File: config.mk
export PLATFORM = sky130hd
export DESIGN_NAME = bse_front
export DESIGN_NICKNAME = d
export VERILOG_FILES = /design/src/rtl/bse_pkg.sv /design/src/rtl/bse_front.sv
export SDC_FILE = /design/constraint.sdc
export NUM_CORES = 1
export LEC_CHECK = 0
export BUFFER_PORTS_ARGS = -buffer_cell sky130_fd_sc_hd__clkbuf_2
export CAP_MARGIN = 20
export CORE_MARGIN = 3
export CORE_UTILIZATION = 35
export CTS_BUF_LIST = sky130_fd_sc_hd__clkbuf_8
export CTS_CLUSTER_DIAMETER = 120
export DETAILED_ROUTE_END_ITERATION = 10
export PLACE_DENSITY = 0.7
export REMOVE_ABC_BUFFERS = 1
export SYNTH_ARGS = -nofsm -noshare
export SYNTH_HDL_FRONTEND = slang
export SYNTH_SLANG_ARGS = --single-unit
File: constraint.sdc
create_clock -name aclk -period 2.5 [get_ports aclk]
set_input_delay 0.25 -clock aclk [delete_from_list [all_inputs] [get_ports aclk]]
set_output_delay 0.25 -clock aclk [all_outputs]
set_load 0.005 [all_outputs]
File: src/rtl/bse_pkg.sv
// Shared constants, codes and the command type of the bitmap sort engine.
package bse_pkg;

    localparam int DATA_BITS         = 16;  // width of the value and sorted_value fields
    localparam int VALUE_BITS_DEF    = 16;
    localparam int VALUE_BITS_MAX    = 24;
    localparam int WORD_BITS         = 64;
    localparam int BIT_IDX_BITS      = $clog2(WORD_BITS);
    localparam int WORD_IDX_MAX_BITS = VALUE_BITS_MAX - BIT_IDX_BITS;
    localparam int BYTE_BITS         = 8;
    localparam int WORD_BYTES        = WORD_BITS / BYTE_BITS;
    localparam int BYTE_SEL_BITS     = $clog2(WORD_BYTES);
    localparam int BYTE_BIT_BITS     = $clog2(BYTE_BITS);
    localparam int QUEUE_DEPTH       = 2;
    localparam int QUEUE_PTR_BITS    = $clog2(QUEUE_DEPTH);

    typedef enum logic {
        KIND_INSERT = 1'b0,
        KIND_POP    = 1'b1
    } kind_t;

    // One classified command as it sits in the queue between front and back.
    typedef struct packed {
        kind_t                          kind;
        logic [WORD_IDX_MAX_BITS-1:0]   word;
        logic [BIT_IDX_BITS-1:0]        bit_idx;
    } bse_cmd_t;

endpackage

File: src/rtl/bse_front.sv
// Input side: takes beats, splits the value into word and bit index, queues commands.
module bse_front import bse_pkg::*; #(
    parameter int VALUE_BITS = VALUE_BITS_DEF
) (
    input  logic                 aclk,
    input  logic                 aresetn,
    input  logic                 s_valid,
    output logic                 s_ready,
    input  logic                 s_kind,
    input  logic [DATA_BITS-1:0] s_value,
    input  logic                 clearing,
    output logic                 cmd_valid,
    output bse_cmd_t             cmd,
    input  logic                 cmd_take
);

    bse_cmd_t                  queue_reg [QUEUE_DEPTH];
    logic [QUEUE_PTR_BITS-1:0] wr_ptr_reg, wr_ptr_next;
    logic [QUEUE_PTR_BITS-1:0] rd_ptr_reg, rd_ptr_next;
    logic [QUEUE_PTR_BITS:0]   count_reg, count_next;
    logic [31:0]               value_wide;
    logic [VALUE_BITS-1:0]     value_eff;
    bse_cmd_t                  new_cmd;
    logic                      push, pop;

    // values wider than the set wrap onto its low bits
    assign value_wide      = 32'(s_value);
    assign value_eff       = value_wide[VALUE_BITS-1:0];
    assign new_cmd.kind    = kind_t'(s_kind);
    assign new_cmd.word    = WORD_IDX_MAX_BITS'(value_eff[VALUE_BITS-1:BIT_IDX_BITS]);
    assign new_cmd.bit_idx = value_eff[BIT_IDX_BITS-1:0];

    assign s_ready   = (count_reg != (QUEUE_PTR_BITS+1)'(QUEUE_DEPTH)) && !clearing;
    assign push      = s_valid && s_ready;
    assign pop       = cmd_take;
    assign cmd_valid = (count_reg != '0);
    assign cmd       = queue_reg[rd_ptr_reg];

    always_comb begin
        wr_ptr_next = push ? wr_ptr_reg + 1'b1 : wr_ptr_reg;
        rd_ptr_next = pop  ? rd_ptr_reg + 1'b1 : rd_ptr_reg;
        count_next  = count_reg;
        if (push && !pop) begin
            count_next = count_reg + 1'b1;
        end else if (pop && !push) begin
            count_next = count_reg - 1'b1;
        end
    end

    always_ff @(posedge aclk) begin
        if (!aresetn) begin
            wr_ptr_reg <= '0;
            rd_ptr_reg <= '0;
            count_reg  <= '0;
        end else begin
            wr_ptr_reg <= wr_ptr_next;
            rd_ptr_reg <= rd_ptr_next;
            count_reg  <= count_next;
        end
    end

    always_ff @(posedge aclk) begin
        if (push) begin
            queue_reg[wr_ptr_reg] <= new_cmd;
        end
    end

endmodule

==> results of run 1 <==
-- worst max-delay path, stage by stage, from the launching register on --
cell,delay (ps)
sky130_fd_sc_hd__dfxtp_1,820
sky130_fd_sc_hd__mux2_2,420
sky130_fd_sc_hd__clkbuf_2,110
-- worst max path at each step --
stage / start / endpoint / slack [ps] / cells after the start
global placement: flop / cmd[13] / 920 / 2
global route: flop / cmd[15] / 490 / 2
finish: flop / cmd[9] / 610 / 2
floorplan: count_reg[0] / queue_reg[0][0] / 570 / 3
CTS: flop / cmd[2] / 570 / 2
detailed placement: count_reg[0] / count_reg[1] / 800 / 5
-- synthesized netlist by cell type, types with 2 or more instances --
cell type,n
sky130_fd_sc_hd__xor2_1,2
sky130_fd_sc_hd__nor2b_1,2
sky130_fd_sc_hd__mux2_2,17
sky130_fd_sc_hd__and2_1,4
sky130_fd_sc_hd__edfxtp_1,34
sky130_fd_sc_hd__dfxtp_1,5
sky130_fd_sc_hd__buf_4,9
-- cell type report --
class | instances | share of cell area (%)
clock buffer | 5 | 3.68
clock inverter | 3 | 2.07
inverter | 1 | 0.201
multi-input combinational | 44 | 19.3
sequential | 39 | 59.9
tap | 50 | 3.34
timing repair buffer | 42 | 11.5
-- power by group --
group	internal [mW]	switching (mW)	leakage (nW)
clock	0.292	0.197	0.0556
combinational	0.0857	0.0645	0.335
sequential	0.748	0.0241	0.353
-- kinds of logic (layout without fill, tap and decap cells) --
group                    Yosys count  count (layout)  synth area share, %
AO/OA/AOI/OAI                      2               2                0.818
XOR/XNOR                           3               3                 1.72
adder cells (fa/ha/maj)            1               1                0.818
buffers and inverters             11              51                 4.99
flip-flops                        39              39                 73.3
multiplexers                      18              18                 13.2
other                              1               8                0.245
AND/OR/NAND/NOR                   12              12                 4.99
-- metal layers --
layer  part of all wire, %  wire length [microns]  global-route usage (%)  vias up
li1                      -                      -                       -      392
met4                   1.3                     31                    3.76        0
met3                    12                    282                    6.93        5
met2                    48                   1160                    16.8       39
met1                    39                    946                    10.1      384
met5                     0                      0                       0        -
==> impl_summary.txt, run 1 <==
----------------------------------------------------
[Status]
  Outcome ... completed

[Pwr]
  Power per cell area ... 753 nW/um^2
  Maximum resistive drop on vdd ... 0.304 mV
  Static leakage ... 0.744 nW
  Overall power of the completed layout ... 1.41 mW

[Min path]
  Number of cells traversed by the worst hold path ... 1
  Worst hold path endpoint ... queue_reg[0][4]
  Hold path startpoint ... s_value[4]
  Min-Delay Path Class ... in2reg

[GRT]
  Wire length of the first global-routing pass ... 3.81 mm
  Global-route usage over all layers ... 10.2%
  Overall overflow remaining after global route ... 0
  Antenna violations before repair ... 0
  Number of global-route vias before repair ... 841
  Pin count of the biggest net entering global routing ... 18

[Clocking]
  Count of hold-fix buffers inserted at cts ... 0
  Clock Sinks ... 39
  Root buffer selected by CTS ... sky130_fd_sc_hd__clkbuf_8
  Longest Clk Path Bufs ... 2
  H-Tree Level Count ... 2
  Clock tree from TritonCTS ... yes
  Number of instances resized during post-cts repair ... 0
  Clock insertion delay at the later pin of the skew report ... 280 ps
  Number of setup buffers added after CTS ... 0
  TritonCTS buffer count ... 5
  Worst-path clk slew ... 70 ps

[Final layout]
  Layout Nets ... 156
  Ant diodes ... 0
  Area growth, synth to finish ... 22.3%
  Area of combinational cells with multiple inputs ... 362 sq um
  Sequential standard cell area ... 1120 sq um
  Number of flip-flops under the largest register name ... 34
  Final Core Density ... 45.5%
  Number of non-filler instances in the completed layout ... 184
  Most frequent cells in the layout ... sky130_fd_sc_hd__clkbuf_2, sky130_fd_sc_hd__edfxtp_1, sky130_fd_sc_hd__mux2_2, sky130_fd_sc_hd__conb_1
  Fillers ... 368
  Share of final-layout standard cells stronger than drive strength 1 ... 51.5%
  Most frequent standard cell in the layout excluding fill and tap cells ... sky130_fd_sc_hd__clkbuf_2
  Layout Cell Area excl Fill ... 1870 sq um

[Setup path]
  R2R depth ... 5
  Data arrival time of the worst path ... 1640 ps
  Critical path launch point type ... flop
  Critical path start-end classification ... reg2out
  Required arrival time at the worst endpoint ... 2250 ps
  Endpoint of the most critical register-to-register path ... count_reg[1]
  Worst-case register-to-register setup slack ... 790 ps
  Largest fanout on the critical path ... 17
  Worst Setup End Kind ... primary output
  Reg-to-Reg Start ... count_reg[0]

[Placed design]
  Final RePlAce weighted congestion ... 0.773
  Setup Slack @ Placement ... 798 ps
  Placed cell area ... 1760 sq um
  Post-detailed-placement half-perimeter wirelength ... 1.71 mm
  Dpl cells ... 176
  Port-buffer cells ... 40

[Yosys]
  Yosys top cell by area ... sky130_fd_sc_hd__edfxtp_1
  Post-synthesis async set-or-reset flop share ... 0%
  Count of distinct cell types in the synthesized netlist ... 21
  Synth top area cells ... sky130_fd_sc_hd__edfxtp_1, sky130_fd_sc_hd__mux2_2, sky130_fd_sc_hd__dfxtp_1
  Main synth FF type ... sky130_fd_sc_hd__edfxtp_1
  Number of enable flip-flop cells after synthesis ... 34
  Post-synthesis sequential area ratio ... 73.3%
  Fraction of synthesized cell area taken by the top area cell type ... 66.7%
  Avg Inst Size Synth ... 17.6 sq um
  Gate count of the mapped netlist ... 87
  Synthesis-stage register bit count ... 39
  Warnings from Yosys ... 0
  Netlist Area Pre-Place ... 1530 sq um

[Floorplanning]
  Vertical die dimension ... 72.1 microns
  Area of the core region ... 4120 sq um
  Top Ports ... 49
  Number of rows created at floorplan ... 23
  Width of the die ... 72.1 microns
  Starting density of the core ... 37.2%
  Area of the die ... 5200 sq um

[STA]
  Transition time at the pin with the least slew margin ... 771 ps
  Final worst-path setup slack ... 615 ps
  Fin. max-slew vios ... 0
  FMAX ... 530 MHz
  Final setup violation count ... 0
  Tcrit/Tclk final ... 75.4%
  Final critical delay including setup and external delays ... 1890 ps
  Final hold vios ... 0
  Hold WS ... 156 ps
  Sum Neg Setup Slack ... 0 ps
  Maximum clock skew at final layout ... 2.47 ps
  RSZ-0062 raised after global routing ... false
  Slew headroom ... 48.5%

[Detailed routing]
  Routed wire length ... 2.42 mm
  Post-DR vias/cell ... 4.46
  Average wire per cell in the routed design ... 13.1 microns
  Number of antenna-violating nets in the routed design ... 0
  Total number of vias ... 820
  Drt pass-1 iters ... 4
  Remaining design rule violation count ... 0
  Iteration-0 DRC count of the detailed router ... 47

[Job]
  Max-Cap Viols ... 0

----------------------------------------------------
(Power assumes the default switching activity.)
==> run 2, diff against run 1 <==
--- a/config.mk
+++ b/config.mk
@@ -5,6 +5,7 @@
 export SDC_FILE = /design/constraint.sdc
 export NUM_CORES = 1
 export LEC_CHECK = 0
+export ABC_AREA = 1
 export BUFFER_PORTS_ARGS = -buffer_cell sky130_fd_sc_hd__clkbuf_2
 export CAP_MARGIN = 20
 export CORE_MARGIN = 3
@@ -12,7 +13,7 @@
 export CTS_BUF_LIST = sky130_fd_sc_hd__clkbuf_8
 export CTS_CLUSTER_DIAMETER = 120
 export DETAILED_ROUTE_END_ITERATION = 10
-export PLACE_DENSITY = 0.7
+export PLACE_DENSITY = 0.69
 export REMOVE_ABC_BUFFERS = 1
 export SYNTH_ARGS = -nofsm -noshare
 export SYNTH_HDL_FRONTEND = slang
==> constraint.sdc (replaced) <==
create_clock -name aclk -period 1.8 [get_ports aclk]
set_input_delay 0.18 -clock aclk [delete_from_list [all_inputs] [get_ports aclk]]
set_output_delay 0.18 -clock aclk [all_outputs]
set_load 0.005 [all_outputs]
==> impl_summary.txt, run 2 <==
----------------------------------------------------
[Floorplanning]
  Area of the die ... 5410 sq um (+4.0%)
  Number of rows created at floorplan ... 23 (unchanged)
  Top Ports ... 49 (unchanged)
  Area of the core region ... 4200 sq um (+2.1%)
  Width of the die ... 73.5 microns (+2.0%)
  Starting density of the core ... 38.0% (+0.81 points)
  Vertical die dimension ... 73.5 microns (+2.0%)

[Clocking]
  Clock tree from TritonCTS ... yes
  Worst-path clk slew ... 80 ps (about the same)
  Number of setup buffers added after CTS ... 0 (unchanged)
  TritonCTS buffer count ... 5 (unchanged)
  Count of hold-fix buffers inserted at cts ... 0 (unchanged)
  Clock Sinks ... 39 (unchanged)
  H-Tree Level Count ... 2 (unchanged)
  Clock insertion delay at the later pin of the skew report ... 290 ps (about the same)
  Longest Clk Path Bufs ... 2 (unchanged)
  Root buffer selected by CTS ... sky130_fd_sc_hd__clkbuf_8
  Number of instances resized during post-cts repair ... 0 (unchanged)

[STA]
  RSZ-0062 raised after global routing ... false
  Maximum clock skew at final layout ... 3.98 ps (+1.51 ps)
  Final hold vios ... 0 (unchanged)
  FMAX ... 609 MHz
  Sum Neg Setup Slack ... 0 ps (unchanged)
  Tcrit/Tclk final ... 91.2%
  Hold WS ... 76.8 ps (-79.2 ps)
  Final setup violation count ... 0 (unchanged)
  Final critical delay including setup and external delays ... 1640 ps
  Fin. max-slew vios ... 0 (unchanged)

[Yosys]
  Netlist Area Pre-Place ... 1600 sq um (+4.3%)
  Commonest cells post-synth ... sky130_fd_sc_hd__edfxtp_1, sky130_fd_sc_hd__inv_1, sky130_fd_sc_hd__mux2_4, sky130_fd_sc_hd__nand2_1, sky130_fd_sc_hd__buf_4
  Post-synthesis async set-or-reset flop share ... 0% (unchanged)
  Warnings from Yosys ... 0 (unchanged)
  Count of distinct cell types in the synthesized netlist ... 16 (-24%)
  Number of enable flip-flop cells after synthesis ... 34 (unchanged)
  Synthesis-stage register bit count ... 39 (unchanged)
  Most used standard cell by instance count after synthesis ... sky130_fd_sc_hd__edfxtp_1
  Avg Inst Size Synth ... 15.7 sq um (-11%)
  Fraction of synthesized cell area taken by the top area cell type ... 63.9% (-2.8 points)
  Post-synthesis sequential area ratio ... 70.2% (-3.0 points)
  Synth top area cells ... sky130_fd_sc_hd__edfxtp_1, sky130_fd_sc_hd__mux2_4, sky130_fd_sc_hd__dfxtp_1
  Gate count of the mapped netlist ... 102 (+17%)
  Yosys top cell by area ... sky130_fd_sc_hd__edfxtp_1
  Main synth FF type ... sky130_fd_sc_hd__edfxtp_1

[Final layout]
  Share of final-layout standard cells stronger than drive strength 1 ... 45.7% (-5.8 points)
  Ant diodes ... 0 (unchanged)
  Layout Nets ... 173 (+11%)
  Sequential standard cell area ... 1120 sq um (unchanged)
  Area growth, synth to finish ... 22.1%
  Area of combinational cells with multiple inputs ... 369 sq um (+2.1%)
  Number of flip-flops under the largest register name ... 34 (unchanged)
  Most frequent cells in the layout ... sky130_fd_sc_hd__clkbuf_2, sky130_fd_sc_hd__edfxtp_1, sky130_fd_sc_hd__inv_1, sky130_fd_sc_hd__mux2_4, sky130_fd_sc_hd__nand2_1
  Most frequent standard cell in the layout excluding fill and tap cells ... sky130_fd_sc_hd__clkbuf_2
  Fillers ... 381 (+3.5%)
  Number of non-filler instances in the completed layout ... 201 (+9.2%)
  Layout Cell Area excl Fill ... 1950 sq um (+4.1%)

[Detailed routing]
  Remaining design rule violation count ... 0 (unchanged)
  Drt pass-1 iters ... 3 (-1)
  Routed wire length ... 2.52 mm (+4.3%)
  Total number of vias ... 876 (+6.8%)
  Average wire per cell in the routed design ... 12.6 microns (-4.5%)
  Post-DR vias/cell ... 4.36 (-2.2%)
  Iteration-0 DRC count of the detailed router ... 73 (+55%)
  Number of antenna-violating nets in the routed design ... 0 (unchanged)

[GRT]
  Overall overflow remaining after global route ... 0 (unchanged)
  Global-route usage over all layers ... 10.3% (+0.12 points)
  Wire length of the first global-routing pass ... 4.07 mm (+6.9%)
  Antenna violations before repair ... 0 (unchanged)
  Pin count of the biggest net entering global routing ... 14 (-4)
  Number of global-route vias before repair ... 886 (+5.4%)

[Pwr]
  Relative contribution of combinational cells to total power ... 10.7% (about the same)
  Sequential group share of total power ... 53.4% (-1.3 points)
  Power per cell area ... 1010 nW/um^2 (+33%)
  Share of total power in the clock network ... 35.9% (+1.3 points)
  Static leakage ... 0.844 nW (+14%)
  P_int ... 1.55 mW (+38%)
  Net switching power figure ... 410 uW (+44%)
  Switch share ... 20.9% (+0.67 points)
  Maximum resistive drop on vdd ... 0.450 mV (+48%)

[Placed design]
  Post-detailed-placement half-perimeter wirelength ... 1.99 mm (+17%)
  Placed cell area ... 1840 sq um (+4.1%)
  Port-buffer cells ... 40 (unchanged)
  Dpl cells ... 193 (+9.7%)
  Final RePlAce weighted congestion ... 0.750 (-3.0%)

[Min path]
  Min-Delay Path Class ... in2reg

[Job]
  Max-Cap Viols ... 0 (unchanged)

[Setup path]
  Required arrival time at the worst endpoint ... 1620 ps (-630 ps)
  Endpoint of the most critical register-to-register path ... count_reg[1]
  Reg-to-Reg Start ... count_reg[0]
  Largest fanout on the critical path ... 11 (-6)
  CP endpoint ... cmd[0]
  Worst Setup End Kind ... primary output
  Data arrival time of the worst path ... 1460 ps (-180 ps)
  Critical path launch point type ... flop
  Worst-case register-to-register setup slack ... 360 ps (-430 ps)
  Critical path start-end classification ... reg2out
  R2R depth ... 10 (+5)

[Status]
  Outcome ... completed

----------------------------------------------------
[run 2: power by group through the flow]
stage               sequential (mW)  clock [mW]  combinational (mW)
finish                         1.05       0.703               0.210
global route                   1.05       0.773               0.236
CTS                            1.05       0.730               0.214
detailed placement             1.07           0               0.214
global placement               1.07           0               0.207
floorplan                      1.07           0               0.109
[run 2: logic make-up (layout without fill, tap and decap cells)]
| family | Yosys count | count (layout) | share of synthesized area, % |
|---|---|---|---|
| simple gates | 20 | 20 | 5.17 |
| buf+inv | 21 | 63 | 8.31 |
| mux | 17 | 17 | 14.3 |
| fa+ha+maj | 1 | 1 | 0.784 |
| compound gates | 3 | 3 | 0.940 |
| flops | 39 | 39 | 70.2 |
| other cells | 1 | 8 | 0.235 |
[run 2: worst max-delay path: stages, from the launching register on]
cell                       delay (ps)
sky130_fd_sc_hd__dfxtp_1          530
sky130_fd_sc_hd__buf_12           200
sky130_fd_sc_hd__mux2_2           340
sky130_fd_sc_hd__clkbuf_2         110
[run 2: metal layers]
metal	part of all wire [%]	track usage, %	routed length, microns
met5	0	0	0
met4	2.0	4.83	51
met3	7.7	4.51	195
met2	47	16.0	1180
met1	43	12.2	1090
[run 2: how the worst min path moves through the flow]
stage	start	endpoint	slack, ps	cells past startpoint
2_1_floorplan	s_value[0]	queue_reg[0][0]	280	0
3_3_place_gp	s_value[1]	queue_reg[0][1]	370	1
3_5_place_dp	s_value[12]	queue_reg[1][12]	370	1
4_1_cts	s_value[12]	queue_reg[0][12]	60	1
5_1_grt	s_value[12]	queue_reg[1][12]	60	1
6_report	s_value[12]	queue_reg[0][12]	80	1
[run 2: metrics by stage]
stage	util, %	setup WS (ps)	power, mW
2_1_floorplan	-	104	1.18
3_3_place_gp	43.7	429	1.27
3_5_place_dp	43.7	377	1.28
4_1_cts	46.4	120	1.99
5_1_grt	46.4	78.4	2.06
6_report	46.4	159	1.96
[run 2: final cells by class]
type | count | area share, %
clock buffer | 5 | 3.53
clock inverter | 3 | 2.25
inverter | 11 | 2.12
multi-input combinational | 49 | 18.9
sequential | 39 | 57.5
tap | 50 | 3.21
timing repair buffer | 44 | 12.5
